[src/design/rhc_pkg.sv]
// Shared types and constants of the RGB to HSL converter.
// Used by rhc_front and rgb_to_hls_converter; depends on nothing else.
package rhc_pkg;

    localparam int CHANNEL_BITS = 8;
    localparam int SUM_W        = CHANNEL_BITS + 1;
    localparam int NUM_W        = CHANNEL_BITS + 3;
    localparam int SAT_NUM_W    = 2 * CHANNEL_BITS;
    localparam int HUE_NUM_W    = 2 * CHANNEL_BITS + 3;

    localparam logic [CHANNEL_BITS-1:0] CH_MAX = '1;

    typedef struct packed {
        logic [CHANNEL_BITS-1:0] red;
        logic [CHANNEL_BITS-1:0] green;
        logic [CHANNEL_BITS-1:0] blue;
    } rgb_t;

    typedef struct packed {
        logic [CHANNEL_BITS-1:0] hue;
        logic [CHANNEL_BITS-1:0] lightness;
        logic [CHANNEL_BITS-1:0] saturation;
    } hls_t;

    typedef enum logic [1:0] {
        SECTOR_RED,
        SECTOR_GREEN,
        SECTOR_BLUE
    } sector_t;

    typedef struct packed {
        logic [SAT_NUM_W-1:0]    sat_num;
        logic [SUM_W-1:0]        sat_den;
        logic [HUE_NUM_W-1:0]    hue_num;
        logic [NUM_W-1:0]        hue_den;
        logic [CHANNEL_BITS-1:0] light;
    } div_req_t;

endpackage

[src/design/rhc_front.sv]
// Front end of the converter: two register stages that find max, min and sector,
// then build the dividends and divisors of saturation and hue. Depends on rhc_pkg.
module rhc_front
(
    input  logic              clk,
    input  logic              rst_n,
    input  logic              start,
    input  rhc_pkg::rgb_t     pixel,
    output logic              req_valid,
    output rhc_pkg::div_req_t req
);

    logic [rhc_pkg::CHANNEL_BITS-1:0] mx;
    logic [rhc_pkg::CHANNEL_BITS-1:0] mn;
    rhc_pkg::sector_t                 sector_next;
    logic [rhc_pkg::SUM_W-1:0]        sum_next;
    logic [rhc_pkg::CHANNEL_BITS-1:0] d_next;
    logic [rhc_pkg::SUM_W-1:0]        diff_next;

    logic                             valid_a_reg;
    rhc_pkg::sector_t                 sector_reg;
    logic [rhc_pkg::SUM_W-1:0]        sum_reg;
    logic [rhc_pkg::CHANNEL_BITS-1:0] d_reg;
    logic [rhc_pkg::SUM_W-1:0]        diff_reg;

    logic [rhc_pkg::NUM_W:0]          diff_ext;
    logic [rhc_pkg::NUM_W-1:0]        d6;
    logic [rhc_pkg::NUM_W:0]          base;
    logic [rhc_pkg::NUM_W:0]          n_full;
    logic [rhc_pkg::NUM_W-1:0]        n;
    rhc_pkg::div_req_t                req_next;

    logic                             valid_b_reg;
    rhc_pkg::div_req_t                req_reg;

    always_comb
    begin
        mx = pixel.red;
        mn = pixel.red;
        if (pixel.green > mx)
        begin
            mx = pixel.green;
        end
        if (pixel.blue > mx)
        begin
            mx = pixel.blue;
        end
        if (pixel.green < mn)
        begin
            mn = pixel.green;
        end
        if (pixel.blue < mn)
        begin
            mn = pixel.blue;
        end

        sum_next = rhc_pkg::SUM_W'(mx) + rhc_pkg::SUM_W'(mn);
        d_next   = mx - mn;

        if (pixel.red == mx)
        begin
            sector_next = rhc_pkg::SECTOR_RED;
            diff_next   = rhc_pkg::SUM_W'(pixel.green) - rhc_pkg::SUM_W'(pixel.blue);
        end
        else if (pixel.green == mx)
        begin
            sector_next = rhc_pkg::SECTOR_GREEN;
            diff_next   = rhc_pkg::SUM_W'(pixel.blue) - rhc_pkg::SUM_W'(pixel.red);
        end
        else
        begin
            sector_next = rhc_pkg::SECTOR_BLUE;
            diff_next   = rhc_pkg::SUM_W'(pixel.red) - rhc_pkg::SUM_W'(pixel.green);
        end
    end

    always_ff @(posedge clk or negedge rst_n)
    begin
        if (!rst_n)
        begin
            valid_a_reg <= 1'b0;
            valid_b_reg <= 1'b0;
        end
        else
        begin
            valid_a_reg <= start;
            valid_b_reg <= valid_a_reg;
        end
    end

    always_ff @(posedge clk)
    begin
        sector_reg <= sector_next;
        sum_reg    <= sum_next;
        d_reg      <= d_next;
        diff_reg   <= diff_next;
        req_reg    <= req_next;
    end

    always_comb
    begin
        diff_ext = {{(rhc_pkg::NUM_W + 1 - rhc_pkg::SUM_W){diff_reg[rhc_pkg::SUM_W-1]}},
                    diff_reg};
        d6 = (rhc_pkg::NUM_W'(d_reg) << 2) + (rhc_pkg::NUM_W'(d_reg) << 1);

        case (sector_reg)
            rhc_pkg::SECTOR_RED:
            begin
                base = diff_reg[rhc_pkg::SUM_W-1] ? {1'b0, d6} : '0;
            end
            rhc_pkg::SECTOR_GREEN:
            begin
                base = (rhc_pkg::NUM_W + 1)'(d_reg) << 1;
            end
            rhc_pkg::SECTOR_BLUE:
            begin
                base = (rhc_pkg::NUM_W + 1)'(d_reg) << 2;
            end
            default:
            begin
                base = '0;
            end
        endcase

        n_full = base + diff_ext;
        n      = n_full[rhc_pkg::NUM_W-1:0];

        req_next.hue_num = (rhc_pkg::HUE_NUM_W'(n) << rhc_pkg::CHANNEL_BITS)
                         - rhc_pkg::HUE_NUM_W'(n);
        req_next.sat_num = (rhc_pkg::SAT_NUM_W'(d_reg) << rhc_pkg::CHANNEL_BITS)
                         - rhc_pkg::SAT_NUM_W'(d_reg);
        req_next.light   = sum_reg[rhc_pkg::SUM_W-1:1];

        if (d_reg == '0)
        begin
            req_next.sat_den = rhc_pkg::SUM_W'(1);
            req_next.hue_den = rhc_pkg::NUM_W'(1);
        end
        else
        begin
            req_next.hue_den = d6;
            if (sum_reg < rhc_pkg::SUM_W'(rhc_pkg::CH_MAX))
            begin
                req_next.sat_den = sum_reg;
            end
            else
            begin
                req_next.sat_den = (rhc_pkg::SUM_W'(rhc_pkg::CH_MAX) << 1) - sum_reg;
            end
        end
    end

    assign req_valid = valid_b_reg;
    assign req       = req_reg;

endmodule

[src/design/rhc_div.sv]
// Pipelined restoring divider, one quotient bit per register stage.
// The quotient must fit in QUOT_W bits. Depends on no package.
module rhc_div
#(
    parameter int DIVIDEND_W = 16,
    parameter int DIVISOR_W  = 9,
    parameter int QUOT_W     = 8
)
(
    input  logic                  clk,
    input  logic [DIVIDEND_W-1:0] num,
    input  logic [DIVISOR_W-1:0]  den,
    output logic [QUOT_W-1:0]     quot
);

    localparam int CMP_W = (DIVIDEND_W > DIVISOR_W + QUOT_W) ? DIVIDEND_W
                                                             : DIVISOR_W + QUOT_W;

    logic [CMP_W-1:0]     rem_reg  [QUOT_W-1];
    logic [DIVISOR_W-1:0] den_reg  [QUOT_W-1];
    logic [QUOT_W-1:0]    quot_reg [QUOT_W];

    for (genvar s = 0; s < QUOT_W; s++)
    begin : g_stage
        localparam int BIT = QUOT_W - 1 - s;

        logic [CMP_W-1:0]     rem_in;
        logic [DIVISOR_W-1:0] den_in;
        logic [QUOT_W-1:0]    quot_in;
        logic [CMP_W-1:0]     shifted;
        logic [CMP_W-1:0]     rem_next;
        logic [QUOT_W-1:0]    quot_next;

        if (s == 0)
        begin : g_first
            assign rem_in  = CMP_W'(num);
            assign den_in  = den;
            assign quot_in = '0;
        end
        else
        begin : g_rest
            assign rem_in  = rem_reg[s-1];
            assign den_in  = den_reg[s-1];
            assign quot_in = quot_reg[s-1];
        end

        always_comb
        begin
            shifted   = CMP_W'(den_in) << BIT;
            quot_next = quot_in;
            if (rem_in >= shifted)
            begin
                rem_next       = rem_in - shifted;
                quot_next[BIT] = 1'b1;
            end
            else
            begin
                rem_next = rem_in;
            end
        end

        always_ff @(posedge clk)
        begin
            quot_reg[s] <= quot_next;
        end

        if (s < QUOT_W - 1)
        begin : g_carry
            always_ff @(posedge clk)
            begin
                rem_reg[s] <= rem_next;
                den_reg[s] <= den_in;
            end
        end
    end

    assign quot = quot_reg[QUOT_W-1];

endmodule

[src/design/rgb_to_hls_converter.sv]
// RGB to HSL converter: one item per clock, through two front stages, then one
// stage per quotient bit of the saturation and hue dividers. busy is always low
// and done marks each result for one cycle. Reset clears the valid bits only,
// so no result appears until items are started. Depends on rhc_pkg, rhc_front
// and rhc_div.
module rgb_to_hls_converter
(
    input  logic          clk,
    input  logic          rst_n,
    input  logic          start,
    output logic          busy,
    input  rhc_pkg::rgb_t pixel,
    output logic          done,
    output rhc_pkg::hls_t hls
);

    localparam int DEPTH = rhc_pkg::CHANNEL_BITS;

    logic                             req_valid;
    rhc_pkg::div_req_t                req;
    logic [rhc_pkg::CHANNEL_BITS-1:0] hue_q;
    logic [rhc_pkg::CHANNEL_BITS-1:0] sat_q;

    logic                             vld_reg   [DEPTH];
    logic [rhc_pkg::CHANNEL_BITS-1:0] light_reg [DEPTH];

    assign busy = 1'b0;

    rhc_front u_front
    (
        .clk       (clk),
        .rst_n     (rst_n),
        .start     (start),
        .pixel     (pixel),
        .req_valid (req_valid),
        .req       (req)
    );

    rhc_div
    #(
        .DIVIDEND_W (rhc_pkg::SAT_NUM_W),
        .DIVISOR_W  (rhc_pkg::SUM_W),
        .QUOT_W     (rhc_pkg::CHANNEL_BITS)
    )
    u_sat_div
    (
        .clk  (clk),
        .num  (req.sat_num),
        .den  (req.sat_den),
        .quot (sat_q)
    );

    rhc_div
    #(
        .DIVIDEND_W (rhc_pkg::HUE_NUM_W),
        .DIVISOR_W  (rhc_pkg::NUM_W),
        .QUOT_W     (rhc_pkg::CHANNEL_BITS)
    )
    u_hue_div
    (
        .clk  (clk),
        .num  (req.hue_num),
        .den  (req.hue_den),
        .quot (hue_q)
    );

    always_ff @(posedge clk or negedge rst_n)
    begin
        if (!rst_n)
        begin
            for (int i = 0; i < DEPTH; i++)
            begin
                vld_reg[i] <= 1'b0;
            end
        end
        else
        begin
            vld_reg[0] <= req_valid;
            for (int i = 1; i < DEPTH; i++)
            begin
                vld_reg[i] <= vld_reg[i-1];
            end
        end
    end

    always_ff @(posedge clk)
    begin
        light_reg[0] <= req.light;
        for (int i = 1; i < DEPTH; i++)
        begin
            light_reg[i] <= light_reg[i-1];
        end
    end

    assign done           = vld_reg[DEPTH-1];
    assign hls.hue        = hue_q;
    assign hls.lightness  = light_reg[DEPTH-1];
    assign hls.saturation = sat_q;

endmodule
[config.mk]
export PLATFORM = sky130hd
export DESIGN_NAME = rgb_to_hls_converter
export DESIGN_NICKNAME = d
export VERILOG_FILES = /design/src/design/rhc_pkg.sv /design/src/design/rhc_front.sv /design/src/design/rhc_div.sv /design/src/design/rgb_to_hls_converter.sv
export SDC_FILE = /design/constraint.sdc
export NUM_CORES = 1
export LEC_CHECK = 0
export BUFFER_PORTS_ARGS = -buffer_cell sky130_fd_sc_hd__buf_2
export CORE_MARGIN = 2
export CORE_UTILIZATION = 40
export DETAILED_ROUTE_END_ITERATION = 7
export PLACE_DENSITY = 0.69
export REMOVE_ABC_BUFFERS = 1
export SLEW_MARGIN = 20
export SYNTH_ARGS = -nofsm -noshare
export SYNTH_HDL_FRONTEND = slang
export SYNTH_SLANG_ARGS = --single-unit
[constraint.sdc]
create_clock -name clk -period 4.8 [get_ports clk]
set_clock_uncertainty 0.15 [all_clocks]
set_input_delay 0.96 -clock clk [delete_from_list [all_inputs] [get_ports clk]]
set_output_delay 0.96 -clock clk [all_outputs]
set_load 0.01 [all_outputs]
* Yosys cells after proc, flatten, opt, wreduce, memory -nomap -nowiden
Memories as Yosys holds them, arrays and structs flattened. Cells that the tools add are included.
Storage, ports and cells: bits in registers 101, RAM bits 584, input port bits 27, output and inout port bits 26, word-level logic and storage cells 117, memories kept 7
Memory list:
- u_hue_div.rem_reg | depth 7, bits a word 19, rd ports 7, clocked after memory_dff 0, write ports 7, RTL line rhc_div.sv:19 | logic [CMP_W-1:0] rem_reg [QUOT_W-1];
- u_sat_div.rem_reg | depth 7, bits a word 17, rd ports 7, clocked after memory_dff 0, write ports 7, RTL line rhc_div.sv:19
- u_hue_div.den_reg | depth 7, bits a word 11, rd ports 7, clocked after memory_dff 0, write ports 7, RTL line rhc_div.sv:20 | logic [DIVISOR_W-1:0] den_reg [QUOT_W-1];
- light_reg | depth 8, bits a word 8, rd ports 8, clocked after memory_dff 0, write ports 8, RTL line rgb_to_hls_converter.sv:25 | logic [rhc_pkg::CHANNEL_BITS-1:0] light_reg [DEPTH];
- u_hue_div.quot_reg | depth 8, bits a word 8, rd ports 8, clocked after memory_dff 0, write ports 8, RTL line rhc_div.sv:21 | logic [QUOT_W-1:0] quot_reg [QUOT_W];
- u_sat_div.quot_reg | depth 8, bits a word 8, rd ports 8, clocked after memory_dff 0, write ports 8, RTL line rhc_div.sv:21
- 1 more memories
Cells by class: $add $sub $neg 24, $lt $le $gt $ge 21, equality and inequality tests 4, muxes and demuxes 40, reductions and logical operators 2
Operators with widths (count):
- 2-to-1 mux 19 bit | 7
- 2-to-1 mux 17 bit | 7
- case mux 11 bit (3 select lines) | 1
- 2-to-1 mux 8 bit | 4
- 2-to-1 mux 9 bit | 3
- subtractor 8 x 8 -> 9 bit | 3
- greater-or-equal comparator 19 x 11 -> 1 bit | 1
- greater-or-equal comparator 19 x 12 -> 1 bit | 1
- greater-or-equal comparator 19 x 13 -> 1 bit | 1
- greater-or-equal comparator 19 x 14 -> 1 bit | 1
- greater-or-equal comparator 19 x 15 -> 1 bit | 1
- greater-or-equal comparator 19 x 16 -> 1 bit | 1
- greater-or-equal comparator 19 x 17 -> 1 bit | 1
- greater-or-equal comparator 19 x 18 -> 1 bit | 1
- subtractor 19 x 11 -> 19 bit | 1
- subtractor 19 x 12 -> 19 bit | 1
- subtractor 19 x 13 -> 19 bit | 1
- subtractor 19 x 14 -> 19 bit | 1
- subtractor 19 x 15 -> 19 bit | 1
- subtractor 19 x 16 -> 19 bit | 1
- subtractor 19 x 17 -> 19 bit | 1
- subtractor 19 x 18 -> 19 bit | 1
- greater-or-equal comparator 17 x 10 -> 1 bit | 1
- greater-or-equal comparator 17 x 11 -> 1 bit | 1
- 30 further kinds | 48

* Longest topological paths before layout
Gate-level depths: netlist of run 1.
word-level depth 7, gate-level depth with buffers 28

* Modules after synthesis
Synthesis of run 1 repeated with hierarchy kept, for this count alone.
Second synthesis, totals: cell total of the unflattened synthesis 2807, area, all modules 27913.0 µm²
By module, submodules not included:
- rhc_div at u_hue_div | times used 1, cells an instance 1104, area an instance 10876.7 µm², seq. area each 4924.7 µm²
- rhc_div at u_sat_div | times used 1, cells an instance 897, area an instance 8986.1 µm², seq. area each 4364.2 µm²
- rhc_front | times used 1, cells an instance 724, area an instance 6497.5 µm², seq. area each 1851.8 µm²
- rgb_to_hls_converter | times used 1, cells an instance 82, area an instance 1552.7 µm², seq. area each 1481.4 µm²

* Worst setup path before layout of run 1
OpenSTA, ideal clock, no wires.
path type input port to flip-flop, from in pixel[9] in the netlist's numbering, to reg u_front.sum_reg[7] in the netlist's numbering, setup time 0.072 ns, arrival time 5.691 ns, required time 4.578 ns, setup slack -1.113 ns, stages 26, buffers on the path 2, path through inv_1 -> ha_1 -> nor2b_1 -> o31a_1 -> o31ai_2 -> a21o_1 -> clkbuf_1 -> nand2_1 -> o21ai_0 -> inv_1 -> ha_1 -> a21o_1 -> a21o_1 -> a221o_1 -> a31oi_4 -> buf_4 -> mux2i_1 -> ha_1 -> a21oi_1 -> nor2_1 -> nor2_1 -> o21bai_1 -> a21oi_1 -> o21bai_1 -> a21oi_1 -> xnor2_1
Between the ends: cells in the longest elaborated chain, start to end 5, elaborated cells on any way between the ends 9, those cells by class 1 x add/sub; 4 x order compare; 4 x mux
Ends and longest elaborated chain:
- start: declaration | RTL line rgb_to_hls_converter.sv:12 | input rhc_pkg::rgb_t pixel,
- > comparator 8 bit / less-than comparator 8 bit (equally long branches) | RTL line rhc_front.sv:40, rhc_front.sv:48
- 2-to-1 mux 8 bit (on tied branches) | RTL line rhc_front.sv:40, rhc_front.sv:48
- > comparator 8 bit / less-than comparator 8 bit (equally long branches) | RTL line rhc_front.sv:44, rhc_front.sv:52
- 2-to-1 mux 8 bit (on tied branches) | RTL line rhc_front.sv:44, rhc_front.sv:52
- adder 8 x 8 -> 9 bit * | RTL line rhc_front.sv:57 | sum_next = rhc_pkg::SUM_W'(mx) + rhc_pkg::SUM_W'(mn);
- via u_front.sum_next (one bit) | RTL line rhc_front.sv:16 | logic [rhc_pkg::SUM_W-1:0] sum_next;
- end signal: assignment | RTL line rhc_front.sv:94 | sum_reg <= sum_next;
- end: declaration | RTL line rhc_front.sv:22 | logic [rhc_pkg::SUM_W-1:0] sum_reg;
The timed path passes the listed nets; every way through them passes the cells marked *. A chain may end at the register's enable or synchronous reset.

* Worst setup path after layout of run 1
from in pixel[9] in the netlist's numbering, to reg u_front.d_reg[7] in the netlist's numbering
Between the ends: cells in the longest elaborated chain, start to end 5, elaborated cells on any way between the ends 9, those cells by class 1 x add/sub; 4 x order compare; 4 x mux
Ends and longest elaborated chain:
- > comparator 8 bit / less-than comparator 8 bit (equally long branches) | RTL line rhc_front.sv:40, rhc_front.sv:48
- 2-to-1 mux 8 bit (on tied branches) | RTL line rhc_front.sv:40, rhc_front.sv:48
- > comparator 8 bit / less-than comparator 8 bit (equally long branches) | RTL line rhc_front.sv:44, rhc_front.sv:52
- 2-to-1 mux 8 bit (on tied branches) | RTL line rhc_front.sv:44, rhc_front.sv:52
- subtractor 8 bit * | RTL line rhc_front.sv:58 | d_next = mx - mn;
- via u_front.d_next (one bit) | RTL line rhc_front.sv:17 | logic [rhc_pkg::CHANNEL_BITS-1:0] d_next;
- end signal: assignment | RTL line rhc_front.sv:95 | d_reg <= d_next;
- end: declaration | RTL line rhc_front.sv:23 | logic [rhc_pkg::CHANNEL_BITS-1:0] d_reg;
Marked as above.

==> flow_metrics.py, run 1 <==
metrics = {
    "run_status": {
        "status": "finished, violations left",
        "violations": "setup timing",
    },
    "sta": {
        "unrepaired_setup_endpoints_after_global_routing": "yes",
        "max_freq_mhz": 205,
        "finalSetupViolations": 3,
        "finalWorstSetupSlack_ns": -0.0663,
        "least_margin_pin_slew_ns": 1.06,
        "slew_headroom": 0.290,
        "layout_worst_path_cycle_share": 1.01,
        "timing.final.max_slew_violations": 0,
        "fin_crit_ns": 4.87,
        "hold_violations": 0,
    },
    "global_route": {
        "grt_usage": 0.147,
        "grt_remaining_overflow": 0,
        "grt_antenna_before_repair": 0,
        "grt_start_max_net_pins": 25,
        "first_pass_grt_wire_length_um": 85400,
        "grt_pass1_vias": 18200,
    },
    "route": {
        "detail_route.first_pass.iterations": 7,
        "drtIter0Drc": 806,
        "postRouteWirelength_um": 51200,
        "via_count": 18600,
        "drc_errors": 0,
        "drt-wirelength-per-cell_um": 13.2,
        "antenna_violating_nets_post_route": 0,
        "average_via_count_per_standard_cell": 4.79,
    },
    "placed_design": {
        "post-place-ws_ns": -0.971,
        "finalWeightedCongestion": 0.893,
        "hpwlAfterDp_um": 39100,
        "portBuffers": 51,
    },
    "logic_synthesis": {
        "async_reset_ff_frac": 0.0159,
        "synth_common_cells": "sky130_fd_sc_hd__dfxtp_1, sky130_fd_sc_hd__inv_1, sky130_fd_sc_hd__ha_1",
        "ys_ff_latch": 628,
        "post-synth-top-count-cell": "sky130_fd_sc_hd__dfxtp_1",
        "ys_types": 82,
        "ys_seq_area_frac": 0.472,
        "synth-warning-count": 0,
        "synth_edf_count": 0,
        "synth_cells": 2735,
        "yosysTopAreaCellShare": 0.463,
        "synth_area_um2": 26700,
        "synthesis.area_per_instance_um2": 9.77,
        "synth_top_area_cell": "sky130_fd_sc_hd__dfxtp_1",
        "synth_ff_type": "sky130_fd_sc_hd__dfxtp_1",
        "post_synth_main_area_contributors": "sky130_fd_sc_hd__dfxtp_1, sky130_fd_sc_hd__ha_1, sky130_fd_sc_hd__inv_1",
    },
    "worst_setup_path": {
        "worstPathArrival_ns": 5.20,
        "cpMaxStageDelayCell": "sky130_fd_sc_hd__ha_1",
        "cp_max_fo": 6,
        "start_kind": "input port",
        "critPathRequiredTime_ns": 5.14,
        "worstSetupPathType": "input port to flop",
        "worstSetupEndpointType": "flop",
        "critPathMaxStageDelay_ns": 0.30,
        "crit_path_frequent_cell": "sky130_fd_sc_hd__buf_4",
    },
    "clock_tree": {
        "clock_tree.htree_level_count": 2,
        "cts_tree": "yes",
        "cts.reportedPaths.clkPinSlew_ns": 0.06,
        "tritoncts_buffers": 59,
        "cts_root_buffer": "sky130_fd_sc_hd__clkbuf_16",
        "numClockSinks": 628,
        "cts_max_path_buffers": 3,
        "clock_latency_ns": 0.61,
    },
    "floorplan": {
        "initial_utilization": 0.405,
        "fp.dieW_um": 262,
        "placement_rows": 94,
        "design.core.area_um2": 66000,
        "pin_count": 53,
        "die-area_um2": 68900,
        "dieHeight_um": 262,
    },
    "finish": {
        "finalNetCount": 3273,
        "syn2layout_area_growth_pct": 18.5,
        "largest_reg_flops": 133,
        "drive_above_1_share": 0.148,
    },
    "worst_hold_path": {
        "hold_path.class": "input port to asynchronous set/reset pin",
    },
    "run": {
        "drv.max_cap_violation_count": 0,
    },
}
-- critical path: cells and delay by family --
family | cells | cell delay (ns)
simple gates | 6 | 0.50
fa+ha+maj | 2 | 0.49
xor+xnor | 1 | 0.13
mux | 1 | 0.14
compound gates | 4 | 0.85
buf+inv | 19 | 2.13
-- cells by family (layout without fill, tap and decap cells) --
kind of cell,count (synthesis),after routing,share of synthesized area
compound gates,565,565,0.131
xor+xnor,203,203,0.0665
fa+ha+maj,266,266,0.130
buf+inv,338,629,0.0496
flops,628,628,0.472
mux,63,63,0.0249
other cells,1,2,0.000140
simple gates,671,671,0.125
-- area by class of cell --
class / count / area, um^2
Clock inverter: 19 / 185
Timing Repair Buffer: 232 / 1700
Antenna cell: 1 / 2.50
Inverter: 290 / 1090
Sequential cell: 628 / 12600
Clock buffer: 88 / 1770
Fill cell: 6140 / 34300
Multi-Input combinational cell: 1769 / 13200
Tap cell: 864 / 1080
-- path summary, 6_finish.rpt --
path	endpoint	depth (start not counted)	from	slack, ns
max in group asynchronous	vld_reg[1]	1	rst_n	4.27
min in group clk	u_sat_div.quot_reg[1][13]	0	u_sat_div.quot_reg[1][5]	0.17
max	u_front.d_reg[7]	33	pixel[9]	-0.07
min	u_front.valid_a_reg	1	rst_n	0.04
min reg2reg	u_sat_div.quot_reg[1][13]	0	u_sat_div.quot_reg[1][5]	0.17
max reg2reg	u_front.req[36]	22	u_front.sum_reg[0]	0.22
-- layout by cell type (no fill, tap or decap), types with 43 or more instances in the layout --
cell type	Yosys	routed
sky130_fd_sc_hd__clkbuf_16	0	60
sky130_fd_sc_hd__nor3_1	59	57
sky130_fd_sc_hd__dfxtp_1	618	618
sky130_fd_sc_hd__xnor2_1	114	112
sky130_fd_sc_hd__nor2b_1	52	51
sky130_fd_sc_hd__o21ai_0	147	135
sky130_fd_sc_hd__nor2_1	170	165
sky130_fd_sc_hd__buf_2	7	49
sky130_fd_sc_hd__nand2b_1	43	43
sky130_fd_sc_hd__a21oi_1	170	151
sky130_fd_sc_hd__inv_1	288	281
sky130_fd_sc_hd__nand2_1	167	163
sky130_fd_sc_hd__buf_4	11	169
sky130_fd_sc_hd__a21o_1	60	59
sky130_fd_sc_hd__ha_1	245	235
sky130_fd_sc_hd__xor2_1	89	89
-- through the flow --
stage               instance area [um^2]  hold slack (ns)   util  TNS, ns  cells
CTS                                31300          0.00116  0.474   -0.193   3882
global placement                   28900            0.160  0.439   -13.83   3747
finish                             31700           0.0431  0.480   -0.129   3891
global route                       31600           0.0228  0.480   -0.734   3890
detailed placement                 28900            0.162  0.439   -15.42   3747
floorplan                          26500            0.160      -   -16.21   2687
-- what timing repair did --
item,CTS,global route
hold buffers,0,0
pin swaps,32,49
endpoints found under the setup margin,8,27
cloned,0,1
setup buffers,28,10
gates resized for setup,43,75
-- per-layer routing --
layer | track usage | part of all wire
met1 | 0.170 | 0.43
met2 | 0.273 | 0.50
met3 | 0.0218 | 0.033
met4 | 0.0582 | 0.036
met5 | 0 | 0
Power of run 1 is left out: the tool's default activity adds up to more than one toggle a clock period on the data nets, which glitch-free logic cannot reach.
==> run 2: changes to the inputs <==
- CELL_PAD_IN_SITES_DETAIL_PLACEMENT: unset -> 1
- CELL_PAD_IN_SITES_GLOBAL_PLACEMENT: unset -> 2
- CORE_UTILIZATION: 40 -> 37
- PLACE_DENSITY: 0.69 -> 0.88
==> run 2 against run 1 <==
The flow still finishes with violations (setup timing); wire length up 24%; highest routed layer unchanged; critical endpoint is now u_front.sum_reg[7]; global-route usage up 2.3 points; cell count up 2.7%; cell area up 1.7%; count of clock-buffer cells in the layout up 11; setup slack worse by 0.084 ns; sequential share of layout area down 0.66 points; register-to-register slack better by 0.10 ns; utilization down 2.9 points; first-iteration DRC count down 38%; die area up 8.0%.
==> flow_metrics.py, run 2 (synthesized netlist as in run 1, its figures left out) <==
metrics = {
    "floorplan": {
        "dieHeight_um": 273,
        "placement_rows": 98,
        "pin_count": 53,
        "initial_utilization": 0.374,
        "fp.dieW_um": 273,
        "die-area_um2": 74400,
        "design.core.area_um2": 71500,
    },
    "sta": {
        "fin_crit_ns": 4.95,
        "unrepaired_setup_endpoints_after_global_routing": "yes",
        "finalWorstSetupSlack_ns": -0.150,
        "max_freq_mhz": 202,
        "finalSetupViolations": 14,
        "hold_violations": 0,
        "slew_headroom": 0.376,
        "least_margin_pin_slew_ns": 0.912,
        "timing.final.max_slew_violations": 0,
        "layout_worst_path_cycle_share": 1.03,
        "hold_ws_ns": 0.0635,
    },
    "worst_setup_path": {
        "worstSetupPathType": "input port to flop",
        "worstPathArrival_ns": 5.31,
        "critPathRequiredTime_ns": 5.16,
        "r2r-start": "u_front.d_reg[1]",
        "cp_max_fo": 8,
        "worstSetupEndpointType": "flop",
        "timing.critical_path.from": "pixel[9]",
        "start_kind": "input port",
    },
    "finish": {
        "largest_reg_flops": 133,
        "num_antenna_cells": 0,
        "syn2layout_area_growth_pct": 20.5,
        "most_used_cells_in_the_layout_excluding_fill_and_tap_cells": "sky130_fd_sc_hd__dfxtp_1, sky130_fd_sc_hd__inv_1, sky130_fd_sc_hd__ha_1",
        "n_fill_cell": 7932,
        "finalNetCount": 3296,
        "mostFrequentLayoutCell": "sky130_fd_sc_hd__dfxtp_1",
        "drive_above_1_share": 0.157,
    },
    "route": {
        "postRouteWirelength_um": 63500,
        "detail_route.first_pass.iterations": 4,
        "average_via_count_per_standard_cell": 4.89,
        "drc_errors": 0,
        "via_count": 19500,
        "antenna_violating_nets_post_route": 0,
        "drt-wirelength-per-cell_um": 15.9,
        "drtIter0Drc": 502,
    },
    "clock_tree": {
        "holdBufCountCts": 0,
        "clock_tree.htree_level_count": 3,
        "tritoncts_buffers": 68,
        "cts_tree": "yes",
        "cts_max_path_buffers": 3,
        "cts_root_buffer": "sky130_fd_sc_hd__clkbuf_16",
        "clock_latency_ns": 0.61,
        "numClockSinks": 628,
        "cts.reportedPaths.clkPinSlew_ns": 0.06,
    },
    "placed_design": {
        "hpwlAfterDp_um": 49300,
        "portBuffers": 51,
        "finalWeightedCongestion": 0.906,
    },
    "global_route": {
        "grt_remaining_overflow": 0,
        "grt_usage": 0.171,
        "first_pass_grt_wire_length_um": 104000,
        "grt_start_max_net_pins": 24,
        "grt_antenna_before_repair": 0,
        "grt_pass1_vias": 21500,
    },
    "run_status": {
        "violations": "setup timing",
        "status": "finished, violations left",
    },
    "run": {
        "drv.max_cap_violation_count": 0,
    },
    "worst_hold_path": {
        "hold_path.class": "input port to asynchronous set/reset pin",
    },
}
==> run 2: changes by cell type in the layout (fill, tap and decap cells not counted), sizes merged, moves of 2 or more <==
cell	previous run	this run
buf	231	244
clkbuf	89	99
inv	292	289
clkinvlp	4	2
==> run 2: timing repair <==
action / in CTS / in global routing
buffers inserted: 39 / 13
gates resized for setup: 80 / 52
gates cloned: 2 / 0
pin swaps: 43 / 35
endpoints found under the setup margin: 25 / 28
==> run 2: area by class of cell <==
type                    count  area (um^2)  area share
well taps                 950         1190      0.0369
clock inverters            16          198     0.00614
flip-flops and latches    628        12600       0.392
repair buffers            246         1830      0.0567
inverters                 290         1090      0.0340
clock buffers              99         2010      0.0626
multi-input cells        1769        13200       0.411
==> run 2: worst max-delay path, stage by stage <==
cell,delay (ns)
sky130_fd_sc_hd__buf_8,0.10
sky130_fd_sc_hd__inv_4,0.05
sky130_fd_sc_hd__ha_4,0.19
sky130_fd_sc_hd__nor2b_4,0.12
sky130_fd_sc_hd__o31a_1,0.29
sky130_fd_sc_hd__o31ai_4,0.23
sky130_fd_sc_hd__buf_4,0.16
sky130_fd_sc_hd__a21o_4,0.18
sky130_fd_sc_hd__nand2_2,0.06
sky130_fd_sc_hd__o21ai_2,0.08
sky130_fd_sc_hd__inv_2,0.08
sky130_fd_sc_hd__ha_4,0.22
sky130_fd_sc_hd__a21o_1,0.16
sky130_fd_sc_hd__a21o_1,0.15
sky130_fd_sc_hd__a221o_1,0.32
sky130_fd_sc_hd__a31oi_4,0.25
sky130_fd_sc_hd__buf_6,0.15
sky130_fd_sc_hd__mux2i_4,0.27
sky130_fd_sc_hd__ha_4,0.25
sky130_fd_sc_hd__a21oi_2,0.13
sky130_fd_sc_hd__nor2_1,0.05
sky130_fd_sc_hd__nor2_1,0.14
sky130_fd_sc_hd__o21bai_1,0.11
sky130_fd_sc_hd__a21oi_2,0.17
sky130_fd_sc_hd__o21bai_1,0.12
sky130_fd_sc_hd__a21oi_2,0.17
sky130_fd_sc_hd__xnor2_1,0.13
==> run 2: per-stage QoR <==
stage,TNS (ns),setup WS (ns),util,instance area (um^2),std cells
4_1_cts,-1.69,-0.202,0.446,31900,3987
3_5_place_dp,-21.02,-1.27,0.406,29100,3834
6_report,-0.912,-0.150,0.450,32200,3998
3_3_place_gp,-15.72,-1.05,0.406,29100,3834
5_1_grt,-3.77,-0.370,0.450,32200,3998
2_1_floorplan,-16.21,-1.03,-,26500,2687
==> run 2: worst paths after layout <==
| kind | slack (ns) | to | cells after the start |
|---|---|---|---|
| min reg2reg | 0.16 | u_hue_div.quot_reg[1][22] | 0 |
| min | 0.06 | vld_reg[6] | 1 |
| max in group asynchronous | 4.26 | u_front.valid_a_reg | 1 |
| min in group clk | 0.16 | u_hue_div.quot_reg[1][22] | 0 |
| max | -0.15 | u_front.sum_reg[7] | 27 |
| max reg2reg | 0.32 | u_front.req[34] | 23 |
==> run 2: metal layers <==
metal | track usage | vias to the layer above | share of wire | wire length [um]
met1 | 0.187 | 9316 | 0.42 | 26600
met4 | 0.0724 | 0 | 0.034 | 2180
met5 | 0 | - | 0 | 0
met2 | 0.324 | 254 | 0.52 | 33000
met3 | 0.0252 | 148 | 0.027 | 1710
li1 | - | 9815 | - | -
Power of run 2 is left out for the same reason.
==> run 3: changes to the inputs <==
==> constraint.sdc (replaced) <==
create_clock -name clk -period 4.8 [get_ports clk]
set_clock_uncertainty 0.15 [all_clocks]
set_input_delay 0.24 -clock clk [delete_from_list [all_inputs] [get_ports clk]]
set_output_delay 0.24 -clock clk [all_outputs]
set_load 0.01 [all_outputs]
==> run 3 against run 2 <==
The flow now finishes without violations; sequential cell count stayed put; non-clock buffer count down 71; cell area fell by 2.0%; via count shrank 1.7%; hold slack better by 0.0070 ns; critical path type unchanged.
==> flow_metrics.py, run 3 (synthesized netlist as in run 1, its figures left out) <==
metrics = {
    "clock_tree": {
        "clock_tree.htree_level_count": 3,
        "cts.reportedPaths.clkPinSlew_ns": 0.06,
        "cts_max_path_buffers": 3,
        "cts_tree": "yes",
        "tritoncts_buffers": 71,
        "numClockSinks": 628,
        "cts_root_buffer": "sky130_fd_sc_hd__clkbuf_16",
        "clock_latency_ns": 0.59,
    },
    "route": {
        "drc_errors": 0,
        "drt-wirelength-per-cell_um": 15.8,
        "antenna_violating_nets_post_route": 0,
        "postRouteWirelength_um": 62300,
        "detail_route.first_pass.iterations": 5,
        "via_count": 19200,
        "average_via_count_per_standard_cell": 4.87,
        "drtIter0Drc": 612,
    },
    "worst_setup_path": {
        "worst-r2r-setup-slack_ns": 0.26,
        "cp_max_fo": 10,
        "worstSetupPathType": "input port to flop",
        "start_kind": "input port",
        "critPathRequiredTime_ns": 5.12,
        "r2r-start": "u_front.sum_reg[0]",
        "worstPathArrival_ns": 4.86,
        "worstSetupEndpointType": "flop",
        "r2r-end": "u_front.req[37]",
        "reg2regPathDepth": 22,
    },
    "finish": {
        "num_antenna_cells": 0,
        "seqCellArea_um2": 12600,
        "multi_input_area_um2": 12900,
        "syn2layout_area_growth_pct": 18.1,
        "drive_above_1_share": 0.124,
        "most_used_cells_in_the_layout_excluding_fill_and_tap_cells": "sky130_fd_sc_hd__dfxtp_1, sky130_fd_sc_hd__inv_1, sky130_fd_sc_hd__ha_1",
        "largest_reg_flops": 133,
        "mostFrequentLayoutCell": "sky130_fd_sc_hd__dfxtp_1",
        "n_fill_cell": 8042,
        "finalNetCount": 3228,
    },
    "run_status": {
        "status": "complete, no violations",
    },
    "placed_design": {
        "post-place-ws_ns": -0.644,
        "finalWeightedCongestion": 0.918,
        "hpwlAfterDp_um": 48700,
        "portBuffers": 51,
    },
    "floorplan": {
        "fp.dieW_um": 273,
        "die-area_um2": 74400,
        "pin_count": 53,
        "design.core.area_um2": 71500,
        "initial_utilization": 0.374,
        "placement_rows": 98,
        "dieHeight_um": 273,
    },
    "sta": {
        "fin_crit_ns": 4.54,
        "finalSetupViolations": 0,
        "layout_worst_path_cycle_share": 0.946,
        "finalWorstSetupSlack_ns": 0.257,
        "max_freq_mhz": 220,
        "hold_violations": 0,
        "timing.final.max_slew_violations": 0,
        "slew_headroom": 0.328,
        "least_margin_pin_slew_ns": 0.982,
    },
    "global_route": {
        "grt_antenna_before_repair": 3,
        "grt_pass1_vias": 20700,
        "grt_start_max_net_pins": 24,
        "grt_usage": 0.167,
        "first_pass_grt_wire_length_um": 103000,
        "grt_remaining_overflow": 0,
    },
    "run": {
        "drv.max_cap_violation_count": 0,
    },
    "worst_hold_path": {
        "hold_path.class": "input port to flop",
        "hold-path-endpoint": "u_front.diff_reg[0]",
        "min_delay_path_depth": 4,
        "timing.hold.worst.start": "pixel[8]",
    },
}
run 3: what timing repair did:
action | CTS | global route
pin swaps | 6 | 10
hold endpoints to repair | 12 | 0
endpoints found under the setup margin | 8 | 12
hold buffers | 4 | 0
gates resized for setup | 13 | 26
setup buffers | 5 | 5
run 3: area by class of cell:
class / instances / share of cell area
Multi-Input combinational cell: 1769 / 0.410
Sequential cell: 628 / 0.400
Clock buffer: 93 / 0.0635
Timing Repair Buffer: 175 / 0.0384
Tap cell: 950 / 0.0377
Inverter: 290 / 0.0345
Clock inverter: 37 / 0.0162
run 3: worst max-delay path, stage by stage:
cell	delay, ns
sky130_fd_sc_hd__buf_2	0.09
sky130_fd_sc_hd__inv_1	0.05
sky130_fd_sc_hd__ha_1	0.32
sky130_fd_sc_hd__nor2b_1	0.16
sky130_fd_sc_hd__o31a_1	0.29
sky130_fd_sc_hd__o31ai_4	0.23
sky130_fd_sc_hd__a21o_4	0.22
sky130_fd_sc_hd__nand2_1	0.06
sky130_fd_sc_hd__o21ai_0	0.13
sky130_fd_sc_hd__inv_1	0.13
sky130_fd_sc_hd__ha_1	0.32
sky130_fd_sc_hd__a21o_1	0.17
sky130_fd_sc_hd__a21o_1	0.18
sky130_fd_sc_hd__a221o_1	0.32
sky130_fd_sc_hd__a31oi_4	0.25
sky130_fd_sc_hd__mux2i_1	0.16
sky130_fd_sc_hd__ha_1	0.26
sky130_fd_sc_hd__fa_1	0.41
sky130_fd_sc_hd__a21oi_1	0.16
sky130_fd_sc_hd__nor2_1	0.06
sky130_fd_sc_hd__nor2_2	0.11
sky130_fd_sc_hd__o21bai_1	0.08
sky130_fd_sc_hd__a21oi_1	0.20
sky130_fd_sc_hd__nor2b_1	0.07
sky130_fd_sc_hd__o21ai_1	0.13
sky130_fd_sc_hd__nand2b_1	0.07
run 3: worst max-delay path by stage:
stage / startpoint / end / slack (ns) / cells past startpoint
2_1_floorplan: pixel[9] / u_front.sum_reg[8] / -0.31 / 25
3_3_place_gp: pixel[9] / u_front.sum_reg[8] / -0.43 / 26
3_5_place_dp: pixel[9] / u_front.sum_reg[7] / -0.64 / 25
4_1_cts: u_front.sum_reg[0] / u_front.req[37] / 0.01 / 23
5_1_grt: pixel[9] / u_front.sum_reg[7] / -0.02 / 26
6_report: pixel[9] / u_front.sum_reg[8] / 0.26 / 26
run 3: metrics by stage:
stage          setup TNS, ns  std cells  hold WS [ns]  cell area (um^2)  utilization
3_5_place_dp           -5.60       3798       -0.0434             28800        0.403
5_1_grt              -0.0331       3942        0.0840             31500        0.441
6_report                   0       3942        0.0706             31500        0.441
2_1_floorplan          -1.07       2687        -0.206             26500            -
3_3_place_gp           -2.27       3798       -0.0558             28800        0.403
4_1_cts                    0       3937        0.0336             31400        0.439
run 3: layer usage:
metal / wire, um / part of all wire / GRT usage
met2: 31600 / 0.51 / 0.311
met4: 2210 / 0.035 / 0.0684
met1: 26400 / 0.42 / 0.188
met5: 36 / 0.00058 / 0
met3: 1990 / 0.032 / 0.0295
Power of run 3 is left out for the same reason.
